--- src/hdl/rtm_pkg.sv ---
// shared types and constants for the radial tukey mask unit
package rtm_pkg;

    localparam int MaxWidth   = 4096;
    localparam int MaxHeight  = 4096;
    localparam int SampleBits = 24;
    localparam int CntBits    = 12;
    localparam int CordicN    = 16;
    localparam int SqrtSteps  = 24;
    localparam int DivSteps   = 17;

    // configuration register indexes
    localparam logic [2:0] RegMode   = 3'd0;
    localparam logic [2:0] RegWidth  = 3'd1;
    localparam logic [2:0] RegHeight = 3'd2;
    localparam logic [2:0] RegCx     = 3'd3;
    localparam logic [2:0] RegCy     = 3'd4;
    localparam logic [2:0] RegRadius = 3'd5;
    localparam logic [2:0] RegTaper  = 3'd6;

    localparam logic [16:0] WeightOne = 17'd65536;

    typedef enum logic [2:0] {
        ST_IDLE,
        ST_DIST,
        ST_SQRT,
        ST_DIV,
        ST_ROT,
        ST_SQR,
        ST_OUT
    } t_state;

    // command from sequencer to shared unit
    typedef struct packed {
        logic start_sqrt;
        logic start_div;
        logic start_rot;
    } t_unit_cmd;

    // atan table in q30
    function automatic logic [29:0] atan_q30(input logic [3:0] i);
        case (i)
            4'd0:  atan_q30 = 30'd843314857;
            4'd1:  atan_q30 = 30'd497837829;
            4'd2:  atan_q30 = 30'd263043837;
            4'd3:  atan_q30 = 30'd133525159;
            4'd4:  atan_q30 = 30'd67021687;
            4'd5:  atan_q30 = 30'd33543516;
            4'd6:  atan_q30 = 30'd16775851;
            4'd7:  atan_q30 = 30'd8388437;
            4'd8:  atan_q30 = 30'd4194283;
            4'd9:  atan_q30 = 30'd2097149;
            4'd10: atan_q30 = 30'd1048576;
            4'd11: atan_q30 = 30'd524288;
            4'd12: atan_q30 = 30'd262144;
            4'd13: atan_q30 = 30'd131072;
            4'd14: atan_q30 = 30'd65536;
            default: atan_q30 = 30'd32768;
        endcase
    endfunction

endpackage

--- src/hdl/rtm_iter_unit.sv ---
// shared iterative unit: square root, restoring divide and cordic rotation steps
module rtm_iter_unit (
    input  logic                 i_clk,
    input  logic                 i_rst_n,
    input  rtm_pkg::t_unit_cmd   i_cmd,
    input  logic [47:0]          i_sqrt_arg,
    input  logic [20:0]          i_div_num,
    input  logic [20:0]          i_div_den,
    input  logic [31:0]          i_angle,
    output logic                 o_done,
    output logic [23:0]          o_root,
    output logic [16:0]          o_quot,
    output logic signed [33:0]   o_cos
);

    typedef enum logic [1:0] {U_IDLE, U_SQRT, U_DIV, U_ROT} t_umode;

    t_umode                r_mode, n_mode;
    logic [5:0]            r_cnt, n_cnt;
    logic [47:0]           r_rem, n_rem;
    logic [47:0]           r_res, n_res;
    logic [47:0]           r_bit, n_bit;
    logic signed [33:0]    r_x, n_x, r_y, n_y;
    logic signed [33:0]    r_z, n_z;
    logic [20:0]           r_den, n_den;
    logic                  r_done, n_done;

    logic [48:0]           trial;
    logic [22:0]           dtrial;
    logic signed [33:0]    xs, ys;

    // one step of whichever operation is active
    always_comb begin
        n_mode = r_mode;
        n_cnt  = r_cnt;
        n_rem  = r_rem;
        n_res  = r_res;
        n_bit  = r_bit;
        n_x    = r_x;
        n_y    = r_y;
        n_z    = r_z;
        n_den  = r_den;
        n_done = 1'b0;
        trial  = {1'b0, r_res} + {1'b0, r_bit};
        dtrial = {1'b0, r_rem[20:0], r_res[16]} - {2'd0, r_den};
        xs     = r_x >>> r_cnt[3:0];
        ys     = r_y >>> r_cnt[3:0];
        case (r_mode)
            U_IDLE: begin
                if (i_cmd.start_sqrt) begin
                    n_mode = U_SQRT;
                    n_rem  = i_sqrt_arg;
                    n_res  = '0;
                    n_bit  = {2'b01, 46'd0};
                    n_cnt  = '0;
                end else if (i_cmd.start_div) begin
                    // quotient fits 17 bits, so the numerator above bit 0 starts as remainder
                    n_mode = U_DIV;
                    n_rem  = {28'd0, i_div_num[20:1]};
                    n_res  = {31'd0, i_div_num[0], 16'd0};
                    n_den  = i_div_den;
                    n_cnt  = '0;
                end else if (i_cmd.start_rot) begin
                    n_mode = U_ROT;
                    n_x    = 34'sd652032874;
                    n_y    = '0;
                    n_z    = $signed({2'b00, i_angle});
                    n_cnt  = '0;
                end
            end
            U_SQRT: begin
                if (r_rem >= trial[47:0] && !trial[48]) begin
                    n_rem = r_rem - trial[47:0];
                    n_res = (r_res >> 1) + r_bit;
                end else begin
                    n_res = r_res >> 1;
                end
                n_bit = r_bit >> 2;
                n_cnt = r_cnt + 6'd1;
                if (r_cnt == 6'(rtm_pkg::SqrtSteps - 1)) begin
                    n_mode = U_IDLE;
                    n_done = 1'b1;
                end
            end
            U_DIV: begin
                // restoring divide, numerator bits leave the top of the 17-bit field
                // while quotient bits enter at the bottom
                n_res = {31'd0, r_res[15:0], ~dtrial[22]};
                if (!dtrial[22]) begin
                    n_rem = {26'd0, dtrial[21:0]};
                end else begin
                    n_rem = {26'd0, r_rem[20:0], r_res[16]};
                end
                n_cnt = r_cnt + 6'd1;
                if (r_cnt == 6'(rtm_pkg::DivSteps - 1)) begin
                    n_mode = U_IDLE;
                    n_done = 1'b1;
                end
            end
            default: begin
                if (!r_z[33]) begin
                    n_x = r_x - ys;
                    n_y = r_y + xs;
                    n_z = r_z - $signed({4'd0, rtm_pkg::atan_q30(r_cnt[3:0])});
                end else begin
                    n_x = r_x + ys;
                    n_y = r_y - xs;
                    n_z = r_z + $signed({4'd0, rtm_pkg::atan_q30(r_cnt[3:0])});
                end
                n_cnt = r_cnt + 6'd1;
                if (r_cnt == 6'(rtm_pkg::CordicN - 1)) begin
                    n_mode = U_IDLE;
                    n_done = 1'b1;
                end
            end
        endcase
    end

    // state registers
    always_ff @(posedge i_clk) begin
        if (!i_rst_n) begin
            r_mode <= U_IDLE;
            r_done <= 1'b0;
            r_cnt  <= '0;
        end else begin
            r_mode <= n_mode;
            r_done <= n_done;
            r_cnt  <= n_cnt;
        end
        r_rem <= n_rem;
        r_res <= n_res;
        r_bit <= n_bit;
        r_x   <= n_x;
        r_y   <= n_y;
        r_z   <= n_z;
        r_den <= n_den;
    end

    assign o_done = r_done;
    assign o_root = r_res[23:0];
    assign o_quot = r_res[16:0];
    assign o_cos  = r_x;

endmodule

--- config.mk ---
export PLATFORM = sky130hd
export DESIGN_NAME = rtm_iter_unit
export DESIGN_NICKNAME = d
export VERILOG_FILES = /design/src/hdl/rtm_pkg.sv /design/src/hdl/rtm_iter_unit.sv
export SDC_FILE = /design/constraint.sdc
export NUM_CORES = 1
export LEC_CHECK = 0
export BUFFER_PORTS_ARGS = -buffer_cell sky130_fd_sc_hd__clkbuf_2
export CAP_MARGIN = 40
export CORE_AREA = 2 2 295 297
export CTS_BUF_LIST = sky130_fd_sc_hd__clkbuf_4
export CTS_CLUSTER_DIAMETER = 150
export DETAILED_ROUTE_END_ITERATION = 10
export DIE_AREA = 0 0 297 299
export GPL_TIMING_DRIVEN = 0
export PLACE_DENSITY_LB_ADDON = 0.15
export SYNTH_ARGS = -nofsm -noshare
export SYNTH_HDL_FRONTEND = slang
export SYNTH_SLANG_ARGS = --single-unit
--- constraint.sdc ---
create_clock -name i_clk -period 27 [get_ports i_clk]
set_input_delay 2.7 -clock i_clk [delete_from_list [all_inputs] [get_ports i_clk]]
set_output_delay 2.7 -clock i_clk [all_outputs]
set_load 0.01 [all_outputs]
==> results of run 1 <==
==> routing by layer <==
| metal | global-route usage, % | share of wire [%] | vias to the layer above |
|---|---|---|---|
| met3 | 4.05 | 6.0 | 263 |
| met4 | 9.74 | 3.9 | 4 |
| met5 | 0 | 0.025 | - |
| met1 | 31.0 | 44 | 13504 |
| li1 | - | - | 13539 |
| met2 | 39.5 | 46 | 1004 |
==> cell families (layout without fill, tap and decap cells) <==
logic type	count (synthesis)	in the layout
flops	280	280
other cells	0	1
xor+xnor	282	282
mux	210	210
fa+ha+maj	239	239
compound gates	1040	1040
buf+inv	302	696
simple gates	1057	1057
==> state kept, by name (all words and copies together), names as in the netlist, named ones only <==
signal and count:
r_rem 48, r_res 48, o_cos 34, r_y 34
r_z 34, r_bit 24, r_den 21, r_cnt 6
r_mode 2, o_done 1
==> area by class of cell <==
cell class                 instances  area, um2  area share, %
antenna                            1       2.50        0.00737
clock inverter                    29        204          0.600
inverter                         118        443           1.30
timing repair buffer             235       1540           4.54
buffer                           184        951           2.80
tap                             1155       1450           4.25
multi-input combinational       2828      20400           60.0
sequential                       280       8040           23.7
clock buffer                     130        976           2.87
==> layout by cell type, fill, tap and decap left out, types with 32 or more instances in the layout <==
master    synthesis  layout
inv_1           115     115
nand4_1          37      37
nand2_1         299     299
clkbuf_2          0     202
nand3_1          65      65
nor3_1           61      61
xor2_1          143     143
a21oi_1         272     271
mux2i_1          95      95
a31oi_1          71      71
dfxtp_1          37      37
nor2b_1          54      54
buf_4            45      45
xnor2_1         139     139
and2_1           47      47
o21bai_1         41      41
o21ai_0         236     235
mux4_2           67      67
mux2_2           41      41
a21o_1           70      70
edfxtp_1        243     243
nand2b_1         55      55
a211oi_1         50      50
or3_1            32      32
clkbuf_4          0     130
clkbuf_1         99      99
ha_1            234     234
o21a_1           34      34
nor2_1          289     287
==> critical path, cell delays in order (launching register included) <==
cell,delay [ns]
dfxtp_1,0.30
clkbuf_1,0.38
clkbuf_1,0.58
buf_2,0.42
buf_2,0.40
clkbuf_1,0.68
buf_2,0.44
buf_1,0.70
clkbuf_1,0.60
a21o_1,0.23
ha_1,0.16
nor2b_1,0.19
a21bo_2,0.28
nor4_2,0.34
a21oi_1,0.15
xnor2_1,0.23
ha_1,0.32
a21o_1,0.18
a21o_1,0.16
a2111oi_0,0.62
o311ai_0,0.29
o21ai_0,0.34
a21oi_1,0.17
o41ai_1,0.74
xnor2_1,0.21
nor2_1,0.06
==> stage by stage <==
stage | setup slack (ns) | hold slack (ns)
2_1_floorplan | 17.53 | 0.468
3_3_place_gp | 13.37 | 0.500
3_5_place_dp | 17.76 | 0.504
4_1_cts | 17.72 | 0.513
5_1_grt | 17.20 | 0.573
6_report | 17.54 | 0.523
==> path summary, 6_finish.rpt <==
path                                  to  startpoint  slack [ns]
worst max register to register   r_y[33]    r_cnt[2]       17.54
worst max-delay path             r_y[33]    r_cnt[2]       17.54
worst min register to register  r_cnt[5]    r_cnt[5]        0.52
worst min-delay path            r_cnt[5]    r_cnt[5]        0.52
==> out/qor.yml, run 1 <==
logic_synthesis:
  ys_types: 92
  syn_area_per_cell_um2: 8.73
  synthSimpleGateAreaFrac_pct: 17.1
  synth_xor_area_share_pct: 8.30
  synthAdderAreaFrac_pct: 10.2
  synthCells: 3410
  synth_edf_count: 243
  synthFlopType: "edfxtp_1"
  yosys-mux-area-fraction_pct: 10.3
  synthMostInstantiatedCell: "nand2_1"
  yosys-top-cells-area: "edfxtp_1 (25%), ha_1 (9.8%), mux4_2 (5.1%)"
  synth-warning-count: 0
  synth.largest_area_cell: "edfxtp_1"
  netlist_area_mm2: 0.0298
  synth-seq-area-share_pct: 27.0
  synth_seq_cells: 280
  syn-num-nets: 3776
  ys_async_sr_fraction_pct: 0
  netlist_top_cells_count: "nand2_1 (299), nor2_1 (289), a21oi_1 (272), edfxtp_1 (243), o21ai_0 (236)"
  synth_top_family_by_area: "compound AO/OA/AOI/OAI gates"
  synth-compound-area-share_pct: 22.5
  yosysTopAreaCellShare_pct: 24.5
sta:
  rsz0062_at_grt: "no"
  setup_viol: 0
  tightestPinTransition_ns: 0.895
  slew_violations: 0
  tns_ns: 0
  fmax_mhz: 106
  hold_viol: 0
  finalCriticalPeriod_ns: 9.46
  period_share_pct: 35.0
  slew_headroom_pct: 40.4
  fin_skew_ns: 0.0950
global_route:
  antenna_found_initial: 3
  grt_pass1_vias: 27377
  grt.total_usage_pct: 23.9
  grt_overflow: 0
  grt_max_degree: 27
  grt_pass1_wl_um: 164000
placement:
  portBuffers: 201
  gp_congestion: 0.999
  placed_cells: 4799
  place_hpwl_um: 85500
  detailed_place.area_mm2: 0.0328
clock_network:
  numCtsBuffers: 90
  cts-root-buf: "clkbuf_4"
  cts_setup_buffers: 0
  insertion_delay_ns: 0.96
  cts.clk_slew.worst_paths_ns: 0.06
  postCtsHoldBufs: 0
  clockBufferDepth: 3
  cts_tree: "yes"
  htreeDepth: 3
  cts_resized: 0
  cts.sinks: 280
drt:
  drc: 0
  vias: 28314
  wl_per_cell_um: 22.1
  postRouteAntennaNets: 0
  drtIter0Drc: 2145
  first_pass_iters: 7
  routed_wl_um: 110000
  viasPerCell: 5.71
floorplan:
  start_util_pct: 34.6
  coreArea_mm2: 0.0859
  rows: 108
  die_y_um: 299
  io-pin-count: 203
  die_w_um: 297
  die-area_mm2: 0.0888
finish:
  syn_to_final_growth_pct: 14.1
  fin_util_pct: 39.5
  fin_cells: 4960
  stdcell_area_mm2: 0.0340
  final_nets: 4103
  final.fill_count: 8958
  layout-drive-gt1-share_pct: 16.1
critical_path:
  arrival_ns: 10.10
  cp.required_ns: 27.64
  ff2ff_path_depth: 25
  critPathLaunchType: "flop"
  endpoint_kind: "flop"
  path_max_fanout: 10
  path_class: "flop to flop"
min_path:
  min_path_cells: 2
  hold_path_class: "flop to flop"
run:
  drv_cap: 0
status:
  status: "completed"
Power of run 1 is left out: the tool's default activity adds up to more than one toggle a clock period on the data nets, which glitch-free logic cannot reach.
==> run 2, diff against run 1 <==
==> constraint.sdc (replaced) <==
create_clock -name i_clk -period 8.6 [get_ports i_clk]
set_input_delay 0.86 -clock i_clk [delete_from_list [all_inputs] [get_ports i_clk]]
set_output_delay 0.86 -clock i_clk [all_outputs]
set_load 0.01 [all_outputs]
==> run 2 against run 1 <==
Sequential share of layout area about the same. Setup slack got worse by 17 ns. Clock skew decreased by 0.0041 ns. First-iteration DRC count increased by 0.37%. Die area unchanged. Worst hold slack got worse by 0.41 ns. Register-to-register slack got worse by 17 ns. Non-clock buffer count unchanged. Design area about the same. Fmax increased by 15%. Critical path type unchanged.
==> out/qor.yml, run 2 (synthesized netlist as in run 1, its figures left out) <==
critical_path:
  ff2ff_path_depth: 24  # -4.0%
  path_class: "flop to flop"
  r2r-end: "r_y[33]"
  endpoint_kind: "flop"
  crit_path_max_incr_delay_ns: 0.78  # +0.04 ns
  endpoint: "r_y[33]"
  crit_path_top_delay_cell: "o41ai_1"
  path_cells: "clkbuf_1, inv_2, clkbuf_1, clkbuf_1, clkbuf_1, clkbuf_1, nand2_1, nand2_1, ha_1, nor2b_1, a21bo_2, nor4_2, a21oi_1, xnor2_1, ha_1, a21o_1, a21o_1, a2111oi_0, o311ai_0, o21ai_0, a21oi_1, o41ai_1, xnor2_1, nor2_1"
  critPathLaunchType: "flop"
  cp.required_ns: 9.24  # -18.40 ns
  r2r_slack_ns: 0.35  # -17.19 ns
  cpMostUsedCell: "clkbuf_1"
  r2r_start: "r_cnt[2]"
  arrival_ns: 8.89  # -1.21 ns
  critPathLaunch: "r_cnt[2]"
  path_max_fanout: 10  # unchanged
floorplan:
  coreArea_mm2: 0.0859  # unchanged
  die-area_mm2: 0.0888  # unchanged
  rows: 108  # unchanged
  die_w_um: 297  # unchanged
  io-pin-count: 203  # unchanged
  die_y_um: 299  # unchanged
  start_util_pct: 34.6  # unchanged
global_route:
  grt_pass1_vias: 27342  # -0.13%
  grt_overflow: 0  # unchanged
  grt_pass1_wl_um: 164000  # -0.22%
  grt.total_usage_pct: 23.8  # -0.074 points
  antenna_found_initial: 3  # unchanged
  grt_max_degree: 27  # unchanged
placement:
  placed_cells: 4799  # unchanged
  place_hpwl_um: 85500  # unchanged
  portBuffers: 201  # unchanged
  gp_congestion: 0.999  # unchanged
sta:
  period_share_pct: 95.9  # +61 points
  rsz0062_at_grt: "no"
  slew_headroom_pct: 40.3  # about the same
  finalCriticalPeriod_ns: 8.25  # -1.21 ns
  hold_viol: 0  # unchanged
  holdWs_ns: 0.115  # -0.409 ns
  fmax_mhz: 121  # +15%
  tightestPinTransition_ns: 0.895  # +0.000578 ns
  setup_viol: 0  # unchanged
  fin_skew_ns: 0.0909  # -0.00411 ns
  tns_ns: 0  # unchanged
  slew_violations: 0  # unchanged
finish:
  largestRegisters: "r_rem: 48 flops, r_res: 48 flops"
  final_cell_mix: "nand2_1 (299), nor2_1 (287), a21oi_1 (271)"
  final_nets: 4103  # unchanged
  final_common_cell: "nand2_1"
  layout-drive-gt1-share_pct: 16.1  # +0.026 points
  syn_to_final_growth_pct: 14.2  # about the same
  fin_util_pct: 39.5  # about the same
  fin_cells: 4960  # unchanged
status:
  status: "completed"
clock_network:
  clockBufferDepth: 3  # unchanged
  cts.sinks: 280  # unchanged
  cts_setup_buffers: 0  # unchanged
  htreeDepth: 3  # unchanged
  cts-root-buf: "clkbuf_4"
  numCtsBuffers: 90  # unchanged
  cts.clk_slew.worst_paths_ns: 0.06  # about the same
  insertion_delay_ns: 0.95  # about the same
  cts_tree: "yes"
min_path:
  hold_path_class: "primary input to flop"
drt:
  vias: 28199  # -0.41%
  drtIter0Drc: 2153  # +0.37%
  first_pass_iters: 6  # -1
  viasPerCell: 5.69  # -0.41%
  routed_wl_um: 109000  # -0.46%
  postRouteAntennaNets: 0  # unchanged
  wl_per_cell_um: 22.0  # -0.46%
  drc: 0  # unchanged
run:
  drv_cap: 0  # unchanged
## run 2: stage by stage
step / setup slack (ns) / area (um2)
finish: 0.351 / 34000
detailed placement: -0.644 / 32800
CTS: 0.467 / 34000
global placement: -4.10 / 32200
global route: 0.0522 / 34000
floorplan: 0.142 / 29800
## run 2: what timing repair did
action | CTS | global route
setup endpoints to repair | 6 | 1
hold buffers | 2 | 0
hold endpoints to repair | 2 | 0
gates resized for setup | 0 | 2
## run 2: worst min path at each step
stage                   from        end  cells past startpoint
3_5_place_dp        r_cnt[5]   r_cnt[5]                      2
5_1_grt        i_div_den[15]  r_den[15]                      1
2_1_floorplan       r_cnt[5]   r_cnt[5]                      2
4_1_cts        i_div_den[15]  r_den[15]                      1
6_report       i_div_den[20]  r_den[20]                      1
3_3_place_gp        r_cnt[5]   r_cnt[5]                      2
## run 2: routing by layer
metal	wire [um]	global-route usage, %
met4	4180	9.67
met2	50200	39.4
met1	48000	31.0
met3	6650	3.95
met5	27	0
## run 2: area by class of cell
cell class              count  area [um2]
plain buffers             182         945
flip-flops and latches    280        8040
clock inverters            29         204
diodes                      1        2.50
well taps                1155        1450
multi-input cells        2828       20400
clock buffers             130         976
inverters                 118         443
fillers                  8956       52000
repair buffers            237        1560
## run 2: critical path: cells and delay by family, from the launching register on
family | cells | cell delay, ns
adder cells (fa/ha/maj) | 2 | 0.51
AO/OA/AOI/OAI | 9 | 2.97
XOR/XNOR | 2 | 0.40
buffers and inverters | 6 | 3.00
flip-flops | 1 | 0.29
AND/OR/NAND/NOR | 5 | 0.80
Power of run 2 is left out for the same reason.
